--- config.mk ---
export PLATFORM = sky130hd
export DESIGN_NAME = particle_slot_pool
export DESIGN_NICKNAME = d
export VERILOG_FILES = /design/src/psp_pkg.sv /design/src/particle_slot_pool.sv
export VERILOG_INCLUDE_DIRS = /design/src /design/src/src
export SDC_FILE = /design/constraint.sdc
export NUM_CORES = 1
export LEC_CHECK = 0
export ABC_CLOCK_PERIOD_IN_PS = 4700
export CAP_MARGIN = 20
export CORE_ASPECT_RATIO = 1.75
export CORE_MARGIN = 8
export CORE_UTILIZATION = 30
export DETAILED_ROUTE_END_ITERATION = 7
export DONT_BUFFER_PORTS = 1
export GPL_ROUTABILITY_DRIVEN = 0
export PLACE_DENSITY = 0.44
export SKIP_LAST_GASP = 1
export SLEW_MARGIN = 20
export SYNTH_ARGS = -nofsm -noshare
export SYNTH_HDL_FRONTEND = slang
export SYNTH_SLANG_ARGS = --single-unit
export TNS_END_PERCENT = 5
--- constraint.sdc ---
create_clock -name i_clk -period 4.7 [get_ports i_clk]
set_input_delay 0.235 -clock i_clk [delete_from_list [all_inputs] [get_ports i_clk]]
set_output_delay 0.235 -clock i_clk [all_outputs]
set_load 0.01 [all_outputs]
--- src/particle_slot_pool_assert.svh ---
// ----------------------------------------------------------------------------
// particle_slot_pool assertion macros
// shared concurrent assertion forms used by the slot pool rtl
// ----------------------------------------------------------------------------
`ifndef PARTICLE_SLOT_POOL_ASSERT_SVH
`define PARTICLE_SLOT_POOL_ASSERT_SVH

// same-cycle implication, checked outside reset
`define PSP_ASSERT_NOW(lbl, ante, cons, msg) \
    lbl: assert property (@(posedge i_clk) disable iff (!i_rst_n) \
        (ante) |-> (cons)) else $error(msg);

// next-cycle implication, checked outside reset
`define PSP_ASSERT_NEXT(lbl, ante, cons, msg) \
    lbl: assert property (@(posedge i_clk) disable iff (!i_rst_n) \
        (ante) |=> (cons)) else $error(msg);

`endif

--- src/psp_pkg.sv ---
// ----------------------------------------------------------------------------
// psp_pkg
// types, constants and helpers for the particle slot pool
// ----------------------------------------------------------------------------
`timescale 1ns / 1ps

package psp_pkg;

    localparam int SLOT_COUNT = 8;
    localparam int SLOT_AW    = (SLOT_COUNT > 1) ? $clog2(SLOT_COUNT) : 1;
    localparam int ACT_W      = $clog2(SLOT_COUNT + 1);
    localparam int FRAME_LAST = 3;
    localparam logic [7:0] FRAME_TICKS_RST = 8'd3;

    typedef enum logic [1:0] {
        MODE_TICK  = 2'd0,
        MODE_SPAWN = 2'd1,
        MODE_GROUP = 2'd2,
        MODE_READ  = 2'd3
    } t_mode;

    typedef enum logic [2:0] {
        ST_IDLE,
        ST_SCAN,
        ST_SPAWN_WR,
        ST_TICK_OUT,
        ST_RD_ADDR,
        ST_RD_OUT
    } t_state;

    typedef struct packed {
        logic        on;
        logic [15:0] x;
        logic [15:0] y;
        logic [1:0]  frm;
        logic [7:0]  tmr;
        logic        grp;
        logic [1:0]  variant;
    } t_slot;

    function automatic logic [2:0] slot_code(input logic [SLOT_AW-1:0] idx);
        logic [63:0] w;
        w = 64'(idx);
        return w[2:0];
    endfunction

    function automatic logic [3:0] sat_total(input logic [ACT_W-1:0] n);
        logic [63:0] w;
        w = 64'(n);
        return (w > 64'd15) ? 4'd15 : w[3:0];
    endfunction

endpackage

--- src/particle_slot_pool.sv ---
// ----------------------------------------------------------------------------
// particle_slot_pool
// pool of animated effect slots kept in a synchronous-read memory
// ----------------------------------------------------------------------------
// input channel: i_in_valid / o_in_stall carry one transaction holding mode,
// position and read index. output channel: o_out_valid / i_out_stall return
// exactly one result transaction per input transaction.
// tick and spawn sweep the slot memory once, one read per cycle; a tick
// writes back the previous slot, if active, in the same cycle. the block
// stalls its input until the current item has handed its result to the
// output register. a read sets the memory address, then captures the slot.
// the block takes a new transaction whenever it is idle, even while the last
// result still waits in the output register; it holds a finished result
// until the output register is free.
// reset clears the per-slot valid bits (all slots read as zero, inactive),
// the variant counter, the active count and sets frame_ticks to 3. no
// clearing pass is needed.
// i_cfg_we writes frame_ticks; write it only while the block is idle.
// ----------------------------------------------------------------------------
`timescale 1ns / 1ps

`include "particle_slot_pool_assert.svh"

module particle_slot_pool
    import psp_pkg::*;
(
    input  logic        i_clk,
    input  logic        i_rst_n,
    input  logic        i_cfg_we,
    input  logic [7:0]  i_cfg_wdata,
    input  logic        i_in_valid,
    output logic        o_in_stall,
    input  logic [1:0]  i_mode,
    input  logic signed [15:0] i_pos_x,
    input  logic signed [15:0] i_pos_y,
    input  logic [2:0]  i_read_index,
    output logic        o_out_valid,
    input  logic        i_out_stall,
    output logic [2:0]  o_slot_used,
    output logic        o_evicted,
    output logic        o_slot_active,
    output logic signed [15:0] o_slot_x,
    output logic signed [15:0] o_slot_y,
    output logic [1:0]  o_slot_frame,
    output logic        o_slot_group,
    output logic [1:0]  o_slot_variant,
    output logic [3:0]  o_active_total
);

    t_slot               mem [SLOT_COUNT];
    t_slot               r_rd_data;
    logic                r_rd_vbit;
    logic [SLOT_COUNT-1:0] r_slot_vld;

    t_state              r_state, n_state;
    t_mode               r_mode;
    logic [15:0]         r_pos_x, r_pos_y;
    logic [2:0]          r_read_index;
    logic [7:0]          r_frame_ticks;
    logic [1:0]          r_var_cnt;
    logic [ACT_W-1:0]    r_act_cnt;

    logic [SLOT_AW-1:0]  r_idx, r_wb_idx;
    logic                r_issue_on, r_pend;
    logic                r_free_fnd;
    logic [SLOT_AW-1:0]  r_free_idx, r_best_idx;
    logic [1:0]          r_best_frm;

    logic                r_out_vld;
    logic [2:0]          r_res_used;
    logic                r_res_evicted;
    t_slot               r_res_slot;
    logic [3:0]          r_res_total;

    logic                w_in_acc, w_out_free, w_scan_done, w_rd_inrange;
    t_slot               w_cur, w_ticked, w_new;
    logic                w_retire;
    logic [SLOT_AW-1:0]  w_pick;

    logic                mem_re, mem_we;
    logic [SLOT_AW-1:0]  mem_raddr, mem_waddr;
    t_slot               mem_wdata;
    logic                res_load;
    logic [2:0]          res_used;
    logic                res_evicted;
    t_slot               res_slot;
    logic [3:0]          res_total;

    assign o_in_stall   = (r_state != ST_IDLE);
    assign w_in_acc     = i_in_valid && !o_in_stall;
    assign w_out_free   = !r_out_vld || !i_out_stall;
    assign w_scan_done  = r_pend && !r_issue_on;
    assign w_rd_inrange = (int'(r_read_index) < SLOT_COUNT);
    assign w_cur        = r_rd_vbit ? r_rd_data : '0;
    assign w_pick       = r_free_fnd ? r_free_idx : r_best_idx;

    // per-slot tick update
    always_comb begin
        w_ticked = w_cur;
        w_retire = 1'b0;
        if (w_cur.tmr != 8'd0) begin
            w_ticked.tmr = 8'(w_cur.tmr - 8'd1);
        end else if (w_cur.frm == 2'(FRAME_LAST)) begin
            w_ticked.frm = 2'd0;
            w_ticked.on  = 1'b0;
            w_retire     = 1'b1;
        end else begin
            w_ticked.frm = 2'(w_cur.frm + 2'd1);
            w_ticked.tmr = r_frame_ticks;
        end
    end

    always_comb begin
        w_new.on      = 1'b1;
        w_new.x       = r_pos_x;
        w_new.y       = r_pos_y;
        w_new.frm     = 2'd0;
        w_new.tmr     = r_frame_ticks;
        w_new.grp     = (r_mode == MODE_GROUP);
        w_new.variant = (r_mode == MODE_GROUP) ? r_var_cnt : 2'd0;
    end

    // next state
    always_comb begin
        n_state = r_state;
        unique case (r_state)
            ST_IDLE: begin
                if (w_in_acc) begin
                    n_state = (t_mode'(i_mode) == MODE_READ) ? ST_RD_ADDR : ST_SCAN;
                end
            end
            ST_SCAN: begin
                if (w_scan_done) begin
                    n_state = (r_mode == MODE_TICK) ? ST_TICK_OUT : ST_SPAWN_WR;
                end
            end
            ST_RD_ADDR:  n_state = ST_RD_OUT;
            ST_SPAWN_WR,
            ST_TICK_OUT,
            ST_RD_OUT: begin
                if (w_out_free) begin
                    n_state = ST_IDLE;
                end
            end
            default:     n_state = ST_IDLE;
        endcase
    end

    // memory control and result selection
    always_comb begin
        mem_re      = 1'b0;
        mem_raddr   = r_idx;
        mem_we      = 1'b0;
        mem_waddr   = r_wb_idx;
        mem_wdata   = w_ticked;
        res_load    = 1'b0;
        res_used    = 3'd0;
        res_evicted = 1'b0;
        res_slot    = '0;
        res_total   = sat_total(r_act_cnt);
        unique case (r_state)
            ST_SCAN: begin
                mem_re = r_issue_on;
                mem_we = r_pend && (r_mode == MODE_TICK) && w_cur.on;
            end
            ST_SPAWN_WR: begin
                mem_we      = w_out_free;
                mem_waddr   = w_pick;
                mem_wdata   = w_new;
                res_load    = w_out_free;
                res_used    = slot_code(w_pick);
                res_evicted = !r_free_fnd;
                res_slot    = w_new;
                res_total   = sat_total(ACT_W'(r_act_cnt + ACT_W'(r_free_fnd)));
            end
            ST_TICK_OUT: begin
                res_load = w_out_free;
            end
            ST_RD_ADDR: begin
                mem_re    = w_rd_inrange;
                mem_raddr = SLOT_AW'(r_read_index);
            end
            ST_RD_OUT: begin
                res_load = w_out_free;
                res_used = r_read_index;
                res_slot = w_rd_inrange ? w_cur : '0;
            end
            default: begin
                mem_re = 1'b0;
            end
        endcase
    end

    always_ff @(posedge i_clk) begin
        if (mem_we) begin
            mem[mem_waddr] <= mem_wdata;
        end
        if (mem_re) begin
            r_rd_data <= mem[mem_raddr];
        end
    end

    always_ff @(posedge i_clk) begin
        if (!i_rst_n) begin
            r_state       <= ST_IDLE;
            r_slot_vld    <= '0;
            r_rd_vbit     <= 1'b0;
            r_frame_ticks <= FRAME_TICKS_RST;
            r_var_cnt     <= 2'd0;
            r_act_cnt     <= '0;
            r_issue_on    <= 1'b0;
            r_pend        <= 1'b0;
            r_out_vld     <= 1'b0;
        end else begin
            r_state <= n_state;
            if (i_cfg_we) begin
                r_frame_ticks <= i_cfg_wdata;
            end
            if (mem_we) begin
                r_slot_vld[mem_waddr] <= 1'b1;
            end
            if (mem_re) begin
                r_rd_vbit <= r_slot_vld[mem_raddr];
            end

            if (w_in_acc) begin
                r_issue_on <= 1'b1;
                r_pend     <= 1'b0;
            end else if (r_state == ST_SCAN) begin
                r_pend <= r_issue_on;
                if (r_issue_on && (r_idx == SLOT_AW'(SLOT_COUNT - 1))) begin
                    r_issue_on <= 1'b0;
                end
            end

            if ((r_state == ST_SCAN) && r_pend && (r_mode == MODE_TICK)
                    && w_cur.on && w_retire) begin
                r_act_cnt <= ACT_W'(r_act_cnt - ACT_W'(1));
            end else if ((r_state == ST_SPAWN_WR) && w_out_free && r_free_fnd) begin
                r_act_cnt <= ACT_W'(r_act_cnt + ACT_W'(1));
            end

            if ((r_state == ST_SPAWN_WR) && w_out_free && (r_mode == MODE_GROUP)) begin
                r_var_cnt <= 2'(r_var_cnt + 2'd1);
            end

            if (res_load) begin
                r_out_vld <= 1'b1;
            end else if (!i_out_stall) begin
                r_out_vld <= 1'b0;
            end
        end
    end

    // transaction capture, sweep counters, pick tracking and result payload
    always_ff @(posedge i_clk) begin
        if (w_in_acc) begin
            r_mode       <= t_mode'(i_mode);
            r_pos_x      <= i_pos_x;
            r_pos_y      <= i_pos_y;
            r_read_index <= i_read_index;
            r_idx        <= '0;
            r_free_fnd   <= 1'b0;
            r_free_idx   <= '0;
            r_best_idx   <= '0;
            r_best_frm   <= 2'd0;
        end else if (r_state == ST_SCAN) begin
            r_wb_idx <= r_idx;
            if (r_issue_on && (r_idx != SLOT_AW'(SLOT_COUNT - 1))) begin
                r_idx <= SLOT_AW'(r_idx + SLOT_AW'(1));
            end
            if (r_pend) begin
                if (!r_free_fnd && !w_cur.on) begin
                    r_free_fnd <= 1'b1;
                    r_free_idx <= r_wb_idx;
                end
                if (w_cur.on && (w_cur.frm > r_best_frm)) begin
                    r_best_frm <= w_cur.frm;
                    r_best_idx <= r_wb_idx;
                end
            end
        end
        if (res_load) begin
            r_res_used    <= res_used;
            r_res_evicted <= res_evicted;
            r_res_slot    <= res_slot;
            r_res_total   <= res_total;
        end
    end

    assign o_out_valid    = r_out_vld;
    assign o_slot_used    = r_res_used;
    assign o_evicted      = r_res_evicted;
    assign o_slot_active  = r_res_slot.on;
    assign o_slot_x       = r_res_slot.x;
    assign o_slot_y       = r_res_slot.y;
    assign o_slot_frame   = r_res_slot.frm;
    assign o_slot_group   = r_res_slot.grp;
    assign o_slot_variant = r_res_slot.variant;
    assign o_active_total = r_res_total;

    `PSP_ASSERT_NOW(a_cnt_bound, 1'b1, int'(r_act_cnt) <= SLOT_COUNT, "active count overflow")
    `PSP_ASSERT_NOW(a_no_rw_clash, mem_we && mem_re, mem_waddr != mem_raddr, "memory rw clash")
    `PSP_ASSERT_NEXT(a_busy_after_acc, w_in_acc, r_state != ST_IDLE, "accept left block idle")
    `PSP_ASSERT_NEXT(a_spawn_result, (r_state == ST_SPAWN_WR) && w_out_free, o_out_valid && o_slot_active, "spawn result missing")

endmodule

# --- Word-level counts from Yosys, hierarchy flattened ---
# Memory sizes are Yosys's and may differ from the RTL's. A register that Yosys moved wholly into a read port is not among the register bits.
# Cells that the tools add are included.
op_classes:
  n_addsub: 7
  order_cmp: 4
  n_eq_ne: 14
  mux: 39
  bitwise_logic: 3
  n_reduce_logical: 38
ops:
  columns: ["operator", "count"]
  rows:
  - ["two-way mux 46 bit", 2]
  - ["one-hot mux 46 bit (2 select lines)", 1]
  - ["two-way mux 3 bit", 7]
  - ["logical AND 1 bit", 16]
  - ["two-way mux 8 bit", 2]
  - ["two-way mux 1 bit", 15]
  - ["two-way mux 4 bit", 3]
  - ["one-hot mux 3 bit (4 select lines)", 1]
  - ["equality test 3 bit, second input constant", 3]
  - ["AND reduction 3 bit", 3]
  - ["< comparator 3 x 4 -> 1 bit, second input constant", 2]
  - ["OR 8 bit", 1]
  - ["nonzero test 8 bit", 1]
  - ["subtractor 8 x 1 -> 8 bit, second input constant", 1]
  - ["equality test 2 bit, second input constant", 3]
  - ["equality test 3 x 2 -> 1 bit, second input constant", 2]
  - ["logical NOT 1 bit", 6]
  - ["two-way mux 2 bit", 3]
  - ["one-hot mux 3 bit (2 select lines)", 1]
  - ["AND reduction 2 bit", 3]
  - ["nonzero test 2 bit", 3]
  - ["adder 2 x 1 -> 2 bit, second input constant", 2]
  - ["adder 4 x 1 -> 4 bit", 1]
  - ["adder 4 x 1 -> 4 bit, second input constant", 1]
  - ["18 further kinds", 22]
totals:
  register_bits: 127
  ram_bits: 368
  mem_count: 1
mem_list:
  columns: ["memory", "depth", "width", "read_ports", "rd_clocked_by_memory_dff", "write_ports", "line", "text"]
  rows:
  - ["mem", 8, 46, 1, 1, 1, "particle_slot_pool.sv:50", "t_slot mem [SLOT_COUNT];"]

# --- Longest topological paths before layout ---
# Gate-level depths: netlist (run 1).
logic_depth:
  word_depth: 7
  depth_mapped: 13
  mapped_depth_nobuf: 11

# --- Worst setup path before layout (run 1) ---
# No wires, ideal clock.
synth_timing:
  path_kind: "register to register"
  start: "reg r_rd_vbit"
  end: "mem mem[1][0] (netlist bit), enable pin"
  arrival_ps: 3546
  setup_slack_ps: 702
  stages_incl_launch_ff: 6
  path_buffers: 1
  synth_period_minus_slack_ps: 3998
  cell_sequence: "dfxtp_1 > clkbuf_1 > nand2_1 > or4b_2 > o21a_1 > nor2_1"
synth_between:
  elab_chain_len: 5
synth_rtl:
  columns: ["element", "line", "text"]
  rows:
  - ["from (decl)", "particle_slot_pool.sv:52", "logic r_rd_vbit;"]
  - ["from (signal assigned)", "particle_slot_pool.sv:223", "r_rd_vbit <= r_slot_vld[mem_raddr];"]
  - ["two-way mux 46 bit", "particle_slot_pool.sv:94", "assign w_cur = r_rd_vbit ? r_rd_data : '0;"]
  - ["logical AND 1 bit", "particle_slot_pool.sv:164", "mem_we = r_pend && (r_mode == MODE_TICK) && w_cur.on;"]
  - ["one-hot mux 1 bit (2 select lines)", "particle_slot_pool.sv:161", "unique case (r_state)"]
  - ["two-way mux 1 bit", "particle_slot_pool.sv:195", "if (mem_we) begin"]
  - ["two-way mux 1 bit (not written as such)", "particle_slot_pool.sv:196", "mem[mem_waddr] <= mem_wdata;"]
  - ["to (decl)", "particle_slot_pool.sv:50", null]
# No other way between the ends.

# --- Worst setup path after layout (run 1) ---
layout_timing:
  start: "reg r_state[0]"
  end: "mem mem[5][18] (netlist bit), enable pin"
layout_between:
  elab_chain_len: 4
layout_rtl:
  columns: ["element", "line", "text"]
  rows:
  - ["from (decl)", "particle_slot_pool.sv:55", "t_state r_state, n_state;"]
  - ["from (signal assigned)", "particle_slot_pool.sv:215", "r_state <= n_state;"]
  - ["equality test 3 x 2 -> 1 bit / equality test 3 x 1 -> 1 bit (equally long branches)", "particle_slot_pool.sv:161", null]
  - ["one-hot mux 1 bit (2 select lines)", "particle_slot_pool.sv:161", null]
  - ["two-way mux 1 bit", "particle_slot_pool.sv:195", null]
  - ["two-way mux 1 bit (not written as such)", "particle_slot_pool.sv:196", null]
# Parallel ways exist; a longest one is shown, timed or not.

==> flow_summary.toml, run 1 <==
[place]
dp_hpwl_um = 29300
dpl-instance-area_mm2 = 0.0224
dp_cells = 2101
port_buffers = 0

[synth]
syn-mean-instance-area_um2 = 17.2
synth_area_mm2 = 0.0210
synthMuxAreaShare_pct = 11.6
synthAdderAreaFrac_pct = 0.751
synthTopCellsByArea = "edfxtp_1, mux4_2, nand2_1"
yosysSeqAreaShare_pct = 75.4
synth_xor_area_share_pct = 0.459
synth-edff-count = 500
ys_types = 56
synth_top_flop_cell = "edfxtp_1"
synthArstFlopShare_pct = 0
yosys.area_share.simple_pct = 6.40
synth_top_family_by_area = "multiplexers"
yosys.area.top_type = "edfxtp_1"
synth-compound-area-share_pct = 4.04
synth_nets = 1282
ys_warn_count = 0
synth_top_area_share_pct = 71.5
synth_seq_cells = 541
syn_inst = 1220

[clock_network]
htreeDepth = 2
clkLatencyLatePin_ns = 0.58
post_cts_buffers = 0
numCtsBuffers = 51
clock-sinks = 541
clockBufferDepth = 3
cts-root-buf = "clkbuf_16"
clkTransAtPathRegs_ns = 0.06
cts_tree = "yes"

[die]
core_mm2 = 0.0695
start_util_pct = 30.2
die_h_um = 366
ioPinCount = 98
fp.dieW_um = 216
dieArea_mm2 = 0.0790
rows = 128

[grt]
grt_first_pass_wirelength_um = 76300
track_usage_pct = 12.7
antenna_found_initial = 1
grt_pass1_vias = 11739
grt_max_degree = 95
grt_overflow = 0

[route]
drtPass1Iterations = 5
drc = 0
drtIter0Drc = 696
postRouteAntennaNets = 0
wl_met2_um = 26700
via_count = 10668
routed.top_layer = "met4"
wl_met3_um = 1940
wirelength_um = 50400
via_per_inst = 4.74
wirelength_met1_um = 20600
wl_per_cell_um = 22.4

[cells_and_area]
fin_nets = 1363
antenna_cells = 0
final_area_mm2 = 0.0246
drive_above_1_share_pct = 16.6
layout.cells.non_filler = 2252
syn_to_final_growth_pct = 17.1

[worst_setup_path]
critPathRequiredTime_ns = 4.95
cp_max_fo = 33
reg2reg_to = "mem[5][18]"
r2r_cells = 5
crit_path_end_kind = "register"
slowest_delay_ns = 0.68
path_class = "reg -> reg"
path_cells = "and4bb_2, or4b_2, o21a_1, nor2_4, buf_12"
cp-startpoint = "r_state[0]"
startpoint_type = "register"
worst-path-buf-inv = 1
crit_slowest_cell = "or4b_2"
critPathArrivalTime_ns = 3.55
r2r_start = "r_state[0]"
r2r_slack_ns = 1.41
crit_family = "simple AND/OR/NAND/NOR gates"

[sta]
skew_ns = 0.0130
setup_violations = 0
maxSlewHeadroom_pct = 32.0
hold_viol_final = 0
finalMaxSlewViolations = 0
rsz0062_at_grt = "no"
setup-tns-final_ns = 0
fmax_mhz = 304
layout_min_cycle_time_ns = 3.29
min_period_over_period_pct = 70.1
holdWs_ns = 0.0497
worst_pin_slew_ns = 0.999

[pwr]
irDropWorstVdd_mv = 0.234
total_power_mw = 10.3
power.density_mw_per_mm2 = 420
p_leak_nw = 8.02

[flow_run]
maxCapViolCount = 0

[status]
status = "finished, final reports clean"

[hold_path]
hold_path_class = "in -> reg"
min_path_cells = 2
hold_end = "o_out_valid"
min_from = "i_out_stall"
==> cell usage after synthesis, types with 10 or more instances <==
cell type / instances
a21oi_1: 12
buf_2: 12
clkbuf_1: 40
dfxtp_1: 41
edfxtp_1: 500
ha_1: 11
inv_1: 14
mux2i_1: 32
mux4_2: 92
nand2_1: 234
nor2_1: 34
nor2b_1: 10
o21a_1: 10
o21ai_0: 78
xnor2_1: 10
==> logic make-up after synthesis <==
family,after synthesis
compound gates,139
mux,127
xor+xnor,11
buf+inv,72
fa+ha+maj,12
flops,541
simple gates,318
==> metrics by stage <==
step | setup WS, ns | utilization [%]
final | 1.41 | 35.4
after global routing | 1.20 | 35.4
after CTS | 1.37 | 35.4
after detailed placement | 1.38 | 32.2
after global placement | 1.43 | 32.2
after floorplan | 0.702 | -
==> timing repair <==
item | CTS | global route
hold endpoints to repair | 66 | 0
hold buffers | 57 | 0
resized for setup | 0 | 0
setup endpoints to repair | 0 | 0
==> flip-flops by register name, indices dropped and copies added, names as in the netlist, 4 cells and up <==
signal and count:
r_pos_y 16, o_slot_y 16, r_pos_x 16, r_frame_ticks 8
o_active_total 4, o_slot_x 16, mem 368, r_slot_vld 8
r_rd_data 46, r_act_cnt 4
==> power breakdown <==
| group | switching, mW | leakage [nW] | internal, mW |
|---|---|---|---|
| clock network | 1.80 | 0.798 | 2.30 |
| logic | 0.434 | 2.35 | 0.311 |
| registers | 0.0659 | 4.87 | 5.42 |
| total | 2.30 | 8.02 | 8.03 |
==> layout by cell type (no fill, tap or decap), types with 11 or more instances in the layout <==
cell,count
nand2_1,234
dlygate4sd3_1,56
o21ai_0,77
mux4_2,92
ha_1,11
clkinv_1,14
dfxtp_1,40
buf_4,18
inv_1,14
mux2i_1,29
clkbuf_16,52
a21oi_1,11
buf_12,11
edfxtp_1,500
nor2_1,24
==> cell type report <==
class | count | area (um^2)
Inverter | 14 | 52.6
Multi-Input combinational cell | 607 | 5000
Clock inverter | 34 | 302
Sequential cell | 541 | 15800
Clock buffer | 60 | 1330
Timing Repair Buffer | 86 | 927
Tap cell | 910 | 1140
Fill cell | 6605 | 44900
==> how the worst max path moves through the flow <==
stage                 endpoint  depth (start not counted)
floorplan            mem[1][0]                          5
global placement    mem[4][14]                          5
detailed placement  mem[5][24]                          5
CTS                 mem[5][19]                          5
global route        mem[1][18]                          5
finish              mem[5][18]                          5
==> per-layer routing <==
layer / track usage (%) / vias up
li1: - / 4862
met1: 14.9 / 5556
met2: 23.3 / 183
met3: 2.20 / 67
met4: 3.70 / 0
met5: 0 / -
No activity file was read; power rests on OpenSTA's default activity.
==> inputs of run 2 (changes only) <==
--- a/config.mk
+++ b/config.mk
@@ -6,7 +6,8 @@
 export SDC_FILE = /design/constraint.sdc
 export NUM_CORES = 1
 export LEC_CHECK = 0
-export ABC_CLOCK_PERIOD_IN_PS = 4700
+export ABC_AREA = 1
+export ABC_CLOCK_PERIOD_IN_PS = 3450
 export CAP_MARGIN = 20
 export CORE_ASPECT_RATIO = 1.75
 export CORE_MARGIN = 8
==> constraint.sdc (replaced) <==
create_clock -name i_clk -period 3.45 [get_ports i_clk]
set_input_delay 0.1725 -clock i_clk [delete_from_list [all_inputs] [get_ports i_clk]]
set_output_delay 0.1725 -clock i_clk [all_outputs]
set_load 0.01 [all_outputs]
==> flow_summary.toml, run 2 <==
[status]
status = "finished, final reports clean"

[clock_network]
clock-sinks = 541
clkLatencyLatePin_ns = 0.62
htreeDepth = 2
numCtsBuffers = 53
cts_tree = "yes"
clockBufferDepth = 3
cts-root-buf = "clkbuf_16"
clkTransAtPathRegs_ns = 0.06
post_cts_resized = 0

[synth]
synthArstFlopShare_pct = 0
synth_top_area_share_pct = 69.2
synthTopCellsByArea = "edfxtp_1, nand2_1, o21ai_0"
synth-compound-area-share_pct = 9.78
yosysSeqAreaShare_pct = 73.0
synth_xor_area_share_pct = 0.242
synth_nets = 1881
synth_seq_cells = 541
synth_area_mm2 = 0.0217
synthAdderAreaFrac_pct = 0.727
synth-edff-count = 500
ys_types = 33
synth_common_cells = "edfxtp_1, nand2_1, nor2_1"
synth_top_flop_cell = "edfxtp_1"
ys_warn_count = 0
synth_top_family_by_area = "simple AND/OR/NAND/NOR gates"
syn_inst = 1819
syn-mean-instance-area_um2 = 11.9
yosys.area_share.simple_pct = 12.9
synth_most_common_cell = "edfxtp_1"
yosys.area.top_type = "edfxtp_1"
synthMuxAreaShare_pct = 0

[hold_path]
min_from = "i_in_valid"
hold_path_class = "in -> reg"

[worst_setup_path]
path_class = "reg -> reg"
crit_slowest_cell = "o21ai_1"
crit_family = "compound AO/OA/AOI/OAI gates"
slowest_delay_ns = 0.52
path_cells = "nand2_1, ha_1, nand2_1, nor2_1, nand4_1, o21ai_1, nand2_1, o21ai_0"
r2r_start = "r_rd_vbit"
r2r_slack_ns = 0.70
cp_max_fo = 22
startpoint_type = "register"
critPathRequiredTime_ns = 3.73
cp-startpoint = "r_rd_vbit"
crit_path_end_kind = "register"
cpMostUsedCell = "nand2_1"
worst-path-buf-inv = 0
critPathArrivalTime_ns = 3.03

[cells_and_area]
syn_to_final_growth_pct = 15.8
largest_reg_flops = 368
final_util_pct = 35.0
final_area_mm2 = 0.0251
layout_commonest_cell = "edfxtp_1"
largestRegisters = "mem: 368 flops, r_rd_data: 46 flops"
drive_above_1_share_pct = 7.39
final_cell_mix = "edfxtp_1, nand2_1, nor2_1"
fin_nets = 1930
fillCellCount = 6980
regMostFlops = "mem"

[route]
drtPass1Iterations = 4
postRouteAntennaNets = 0
drc = 0
wl_per_cell_um = 20.5
via_per_inst = 4.81
wirelength_um = 58200
via_count = 13639
drtIter0Drc = 876

[pwr]
power.density_mw_per_mm2 = 881
p_leak_nw = 8.86
irDropWorstVdd_mv = 0.488

[sta]
rsz0062_at_grt = "no"
setup_violations = 0
layout_min_cycle_time_ns = 2.75
skew_ns = 0.0391
fmax_mhz = 363
setup-tns-final_ns = 0
worst_slack_ns = 0.697
hold_viol_final = 0
finalMaxSlewViolations = 0
maxSlewHeadroom_pct = 25.4
worst_pin_slew_ns = 1.11
holdWs_ns = 0.0731
min_period_over_period_pct = 79.8

[die]
ioPinCount = 98
rows = 130
start_util_pct = 30.2
die_h_um = 372
dieArea_mm2 = 0.0815
core_mm2 = 0.0717
fp.dieW_um = 219

[grt]
grt_pass1_vias = 13759
track_usage_pct = 14.2
antenna_found_initial = 1
grt_first_pass_wirelength_um = 87400
grt_overflow = 0
grt_max_degree = 85

[place]
dpl-instance-area_mm2 = 0.0230
dp_hpwl_um = 32700
pre_cts_ws_ns = 0.706
port_buffers = 0

[flow_run]
maxCapViolCount = 0
-- run 2: cell types whose count changed in the layout (fill, tap and decap cells not counted), moves of 22 or more --
cell	before	now
mux4_2	92	0
o21ai_1	2	61
o2bb2ai_1	0	46
nand3_1	8	30
a21oi_1	11	71
inv_1	14	53
nor2_1	24	200
nand2_1	234	466
o21ai_0	77	191
mux2i_1	29	0
-- run 2: logic make-up after synthesis --
| logic type | Yosys count |
|---|---|
| adder cells (fa/ha/maj) | 12 |
| AND/OR/NAND/NOR | 720 |
| buffers and inverters | 157 |
| XOR/XNOR | 6 |
| AO/OA/AOI/OAI | 383 |
| flip-flops | 541 |
-- run 2: final timing paths --
kind | cells after the start | endpoint
setup reg to reg | 8 | mem[3][9]
hold / removal | 3 | r_read_index[2]
hold reg to reg | 1 | r_var_cnt[1]
setup / recovery | 8 | mem[3][9]
-- run 2: cell type report --
| cell class | instances | area, um^2 | area share (%) |
|---|---|---|---|
| timing repair buffer | 89 | 1030 | 4.09 |
| clock inverter | 29 | 241 | 0.961 |
| tap | 924 | 1160 | 4.60 |
| sequential | 541 | 15800 | 63.1 |
| clock buffer | 67 | 1400 | 5.57 |
| multi-input combinational | 1121 | 5220 | 20.8 |
| inverter | 62 | 233 | 0.927 |
| antenna | 1 | 2.50 | 0.00996 |
-- run 2: tightest hold or removal path, cell delays in order --
cell,delay (ns)
inv_1,0.07
nor2_4,0.05
buf_4,0.20
-- run 2: power breakdown --
part / leakage, nW / internal, mW / switching [mW]
registers: 4.94 / 9.11 / 0.459
logic: 3.11 / 1.86 / 5.10
clock network: 0.803 / 3.10 / 2.51
total: 8.86 / 14.1 / 8.07
-- run 2: stage by stage --
stage,std cells,power (mW)
global route,2833,23.5
detailed placement,2688,16.8
global placement,2688,16.7
floorplan,1819,14.1
CTS,2833,22.5
finish,2834,22.1
-- run 2: repair_timing --
item,in CTS,in global routing
buffers inserted,0,0
hold buffers,49,0
hold endpoints to repair,65,0
-- run 2: per-layer routing --
layer / vias to the layer above / GRT usage, % / wire [um]
li1: 6474 / - / -
met1: 6828 / 17.3 / 24900
met2: 258 / 25.3 / 29600
met3: 79 / 2.34 / 2210
met4: 0 / 4.24 / 1460
met5: - / 0 / 0
==> inputs of run 3 (changes only) <==
--- a/config.mk
+++ b/config.mk
@@ -7,7 +7,7 @@
 export NUM_CORES = 1
 export LEC_CHECK = 0
 export ABC_AREA = 1
-export ABC_CLOCK_PERIOD_IN_PS = 3450
+export ABC_CLOCK_PERIOD_IN_PS = 2500
 export CAP_MARGIN = 20
 export CORE_ASPECT_RATIO = 1.75
 export CORE_MARGIN = 8
@@ -15,7 +15,7 @@
 export DETAILED_ROUTE_END_ITERATION = 7
 export DONT_BUFFER_PORTS = 1
 export GPL_ROUTABILITY_DRIVEN = 0
-export PLACE_DENSITY = 0.44
+export PLACE_DENSITY = 0.45
 export SKIP_LAST_GASP = 1
 export SLEW_MARGIN = 20
 export SYNTH_ARGS = -nofsm -noshare
==> constraint.sdc (replaced) <==
create_clock -name i_clk -period 2.5 [get_ports i_clk]
set_input_delay 0.125 -clock i_clk [delete_from_list [all_inputs] [get_ports i_clk]]
set_output_delay 0.125 -clock i_clk [all_outputs]
set_load 0.01 [all_outputs]
==> flow_summary.toml, run 3 (synthesis results as in run 2) <==
[status]
status = "finished, final reports clean"

[sta]
min_period_over_period_pct = 95.9
finalMaxSlewViolations = 0
maxSlewHeadroom_pct = 33.2
setup-tns-final_ns = 0
hold_viol_final = 0
worst_slack_ns = 0.101
layout_min_cycle_time_ns = 2.40
rsz0062_at_grt = "yes"
setup_violations = 0
holdWs_ns = 0.141
fmax_mhz = 417
skew_ns = 0.0283
worst_pin_slew_ns = 0.991

[die]
die_h_um = 372
dieArea_mm2 = 0.0815
fp.dieW_um = 219
core_mm2 = 0.0717
ioPinCount = 98
start_util_pct = 30.2
rows = 130

[pwr]
irDropWorstVdd_mv = 0.552
power.density_mw_per_mm2 = 1220
p_leak_nw = 9.23

[grt]
grt_max_degree = 59
grt_pass1_vias = 14045
antenna_found_initial = 0
grt_overflow = 0
busiest_layer = "met2"
grt_first_pass_wirelength_um = 89300
grt_use_met3_pct = 2.42
grt_use_met1_pct = 17.3
grtUsageMet2_pct = 26.0
track_usage_pct = 14.5

[cells_and_area]
regMostFlops = "mem"
fillCellCount = 6917
layout.cells.non_filler = 2901
fin_nets = 1997
syn_to_final_growth_pct = 18.9
final_cell_mix = "edfxtp_1, nand2_1, nor2_1"
layout_commonest_cell = "edfxtp_1"
largest_reg_flops = 368
largestRegisters = "mem: 368 flops, r_rd_data: 46 flops"
drive_above_1_share_pct = 10.8
antenna_cells = 0
final_util_pct = 36.0

[place]
dp_cells = 2750
dp_hpwl_um = 36600
pre_cts_ws_ns = 0.0895
port_buffers = 0

[route]
drc = 0
drtIter0Drc = 933
via_count = 13867
postRouteAntennaNets = 0
wirelength_um = 59600
wl_per_cell_um = 20.5
via_per_inst = 4.78
drtPass1Iterations = 5

[clock_network]
cts-root-buf = "clkbuf_16"
cts_tree = "yes"
clock-sinks = 541
clockBufferDepth = 3
clkLatencyLatePin_ns = 0.61
numCtsBuffers = 52
clkTransAtPathRegs_ns = 0.06
htreeDepth = 2

[flow_run]
maxCapViolCount = 0

[worst_setup_path]
path_class = "reg -> reg"
crit_path_end_kind = "register"
critPathArrivalTime_ns = 2.69
critPathRequiredTime_ns = 2.79
cp_max_fo = 13
startpoint_type = "register"

[hold_path]
hold_path_class = "in -> reg"
-- run 3: cell types whose count changed in the layout (fill, tap and decap cells not counted), moves of 3 or more --
cell / previous run / this run
buf_12: 19 / 29
buf_4: 21 / 77
clkbuf_1: 13 / 6
clkinv_2: 9 / 6
clkinvlp_4: 1 / 7
o21ai_0: 191 / 186
o21ai_1: 61 / 66
-- run 3: path summary, 6_finish.rpt --
kind	start	endpoint	slack, ns	cells after the start
min reg2reg	r_var_cnt[1]	r_var_cnt[1]	0.46	1
max reg2reg	r_state[1]	mem[5][40]	0.10	9
max	r_state[1]	mem[5][40]	0.10	9
min	i_pos_y[4]	r_pos_y[4]	0.14	1
-- run 3: timing repair --
| item | CTS | global route |
|---|---|---|
| resized for setup | 0 | 2 |
| hold buffers | 49 | 0 |
| endpoints found under the hold margin | 70 | 0 |
| endpoints found under the setup margin | 0 | 209 |
| setup buffers | 0 | 4 |
-- run 3: area by class of cell --
type | instances | area, um^2 | share of cell area (%)
Multi-Input combinational cell | 1121 | 5210 | 20.2
Tap cell | 924 | 1160 | 4.48
Sequential cell | 541 | 15800 | 61.4
Clock inverter | 37 | 308 | 1.19
Inverter | 62 | 235 | 0.912
Timing Repair Buffer | 157 | 1700 | 6.59
Clock buffer | 59 | 1350 | 5.23
-- run 3: power breakdown --
group,switching (mW),internal (mW),leakage (nW),total [mW]
Clock,3.50,4.30,0.789,7.80
Sequential,0.611,12.6,4.94,13.2
Combinational,7.22,3.28,3.50,10.5
-- run 3: critical path, stage by stage (launching register included) --
cell	delay, ns
dfxtp_1	0.40
inv_1	0.15
nor3_4	0.31
inv_1	0.13
nor2_1	0.17
inv_1	0.06
nand2_1	0.25
nand3_1	0.19
inv_4	0.15
buf_4	0.26
-- run 3: routing by layer --
metal	vias to the layer above	wire length, um
met4	0	1740
met2	305	30600
met5	-	0
met1	6852	24800
li1	6612	-
met3	98	2510
-- run 3: per-stage QoR --
step	area [um^2]	power, mW
5_1_grt	25800	33.4
6_report	25800	31.5
3_5_place_dp	23600	23.9
2_1_floorplan	21700	19.4
4_1_cts	25700	31.9
3_3_place_gp	23600	23.8
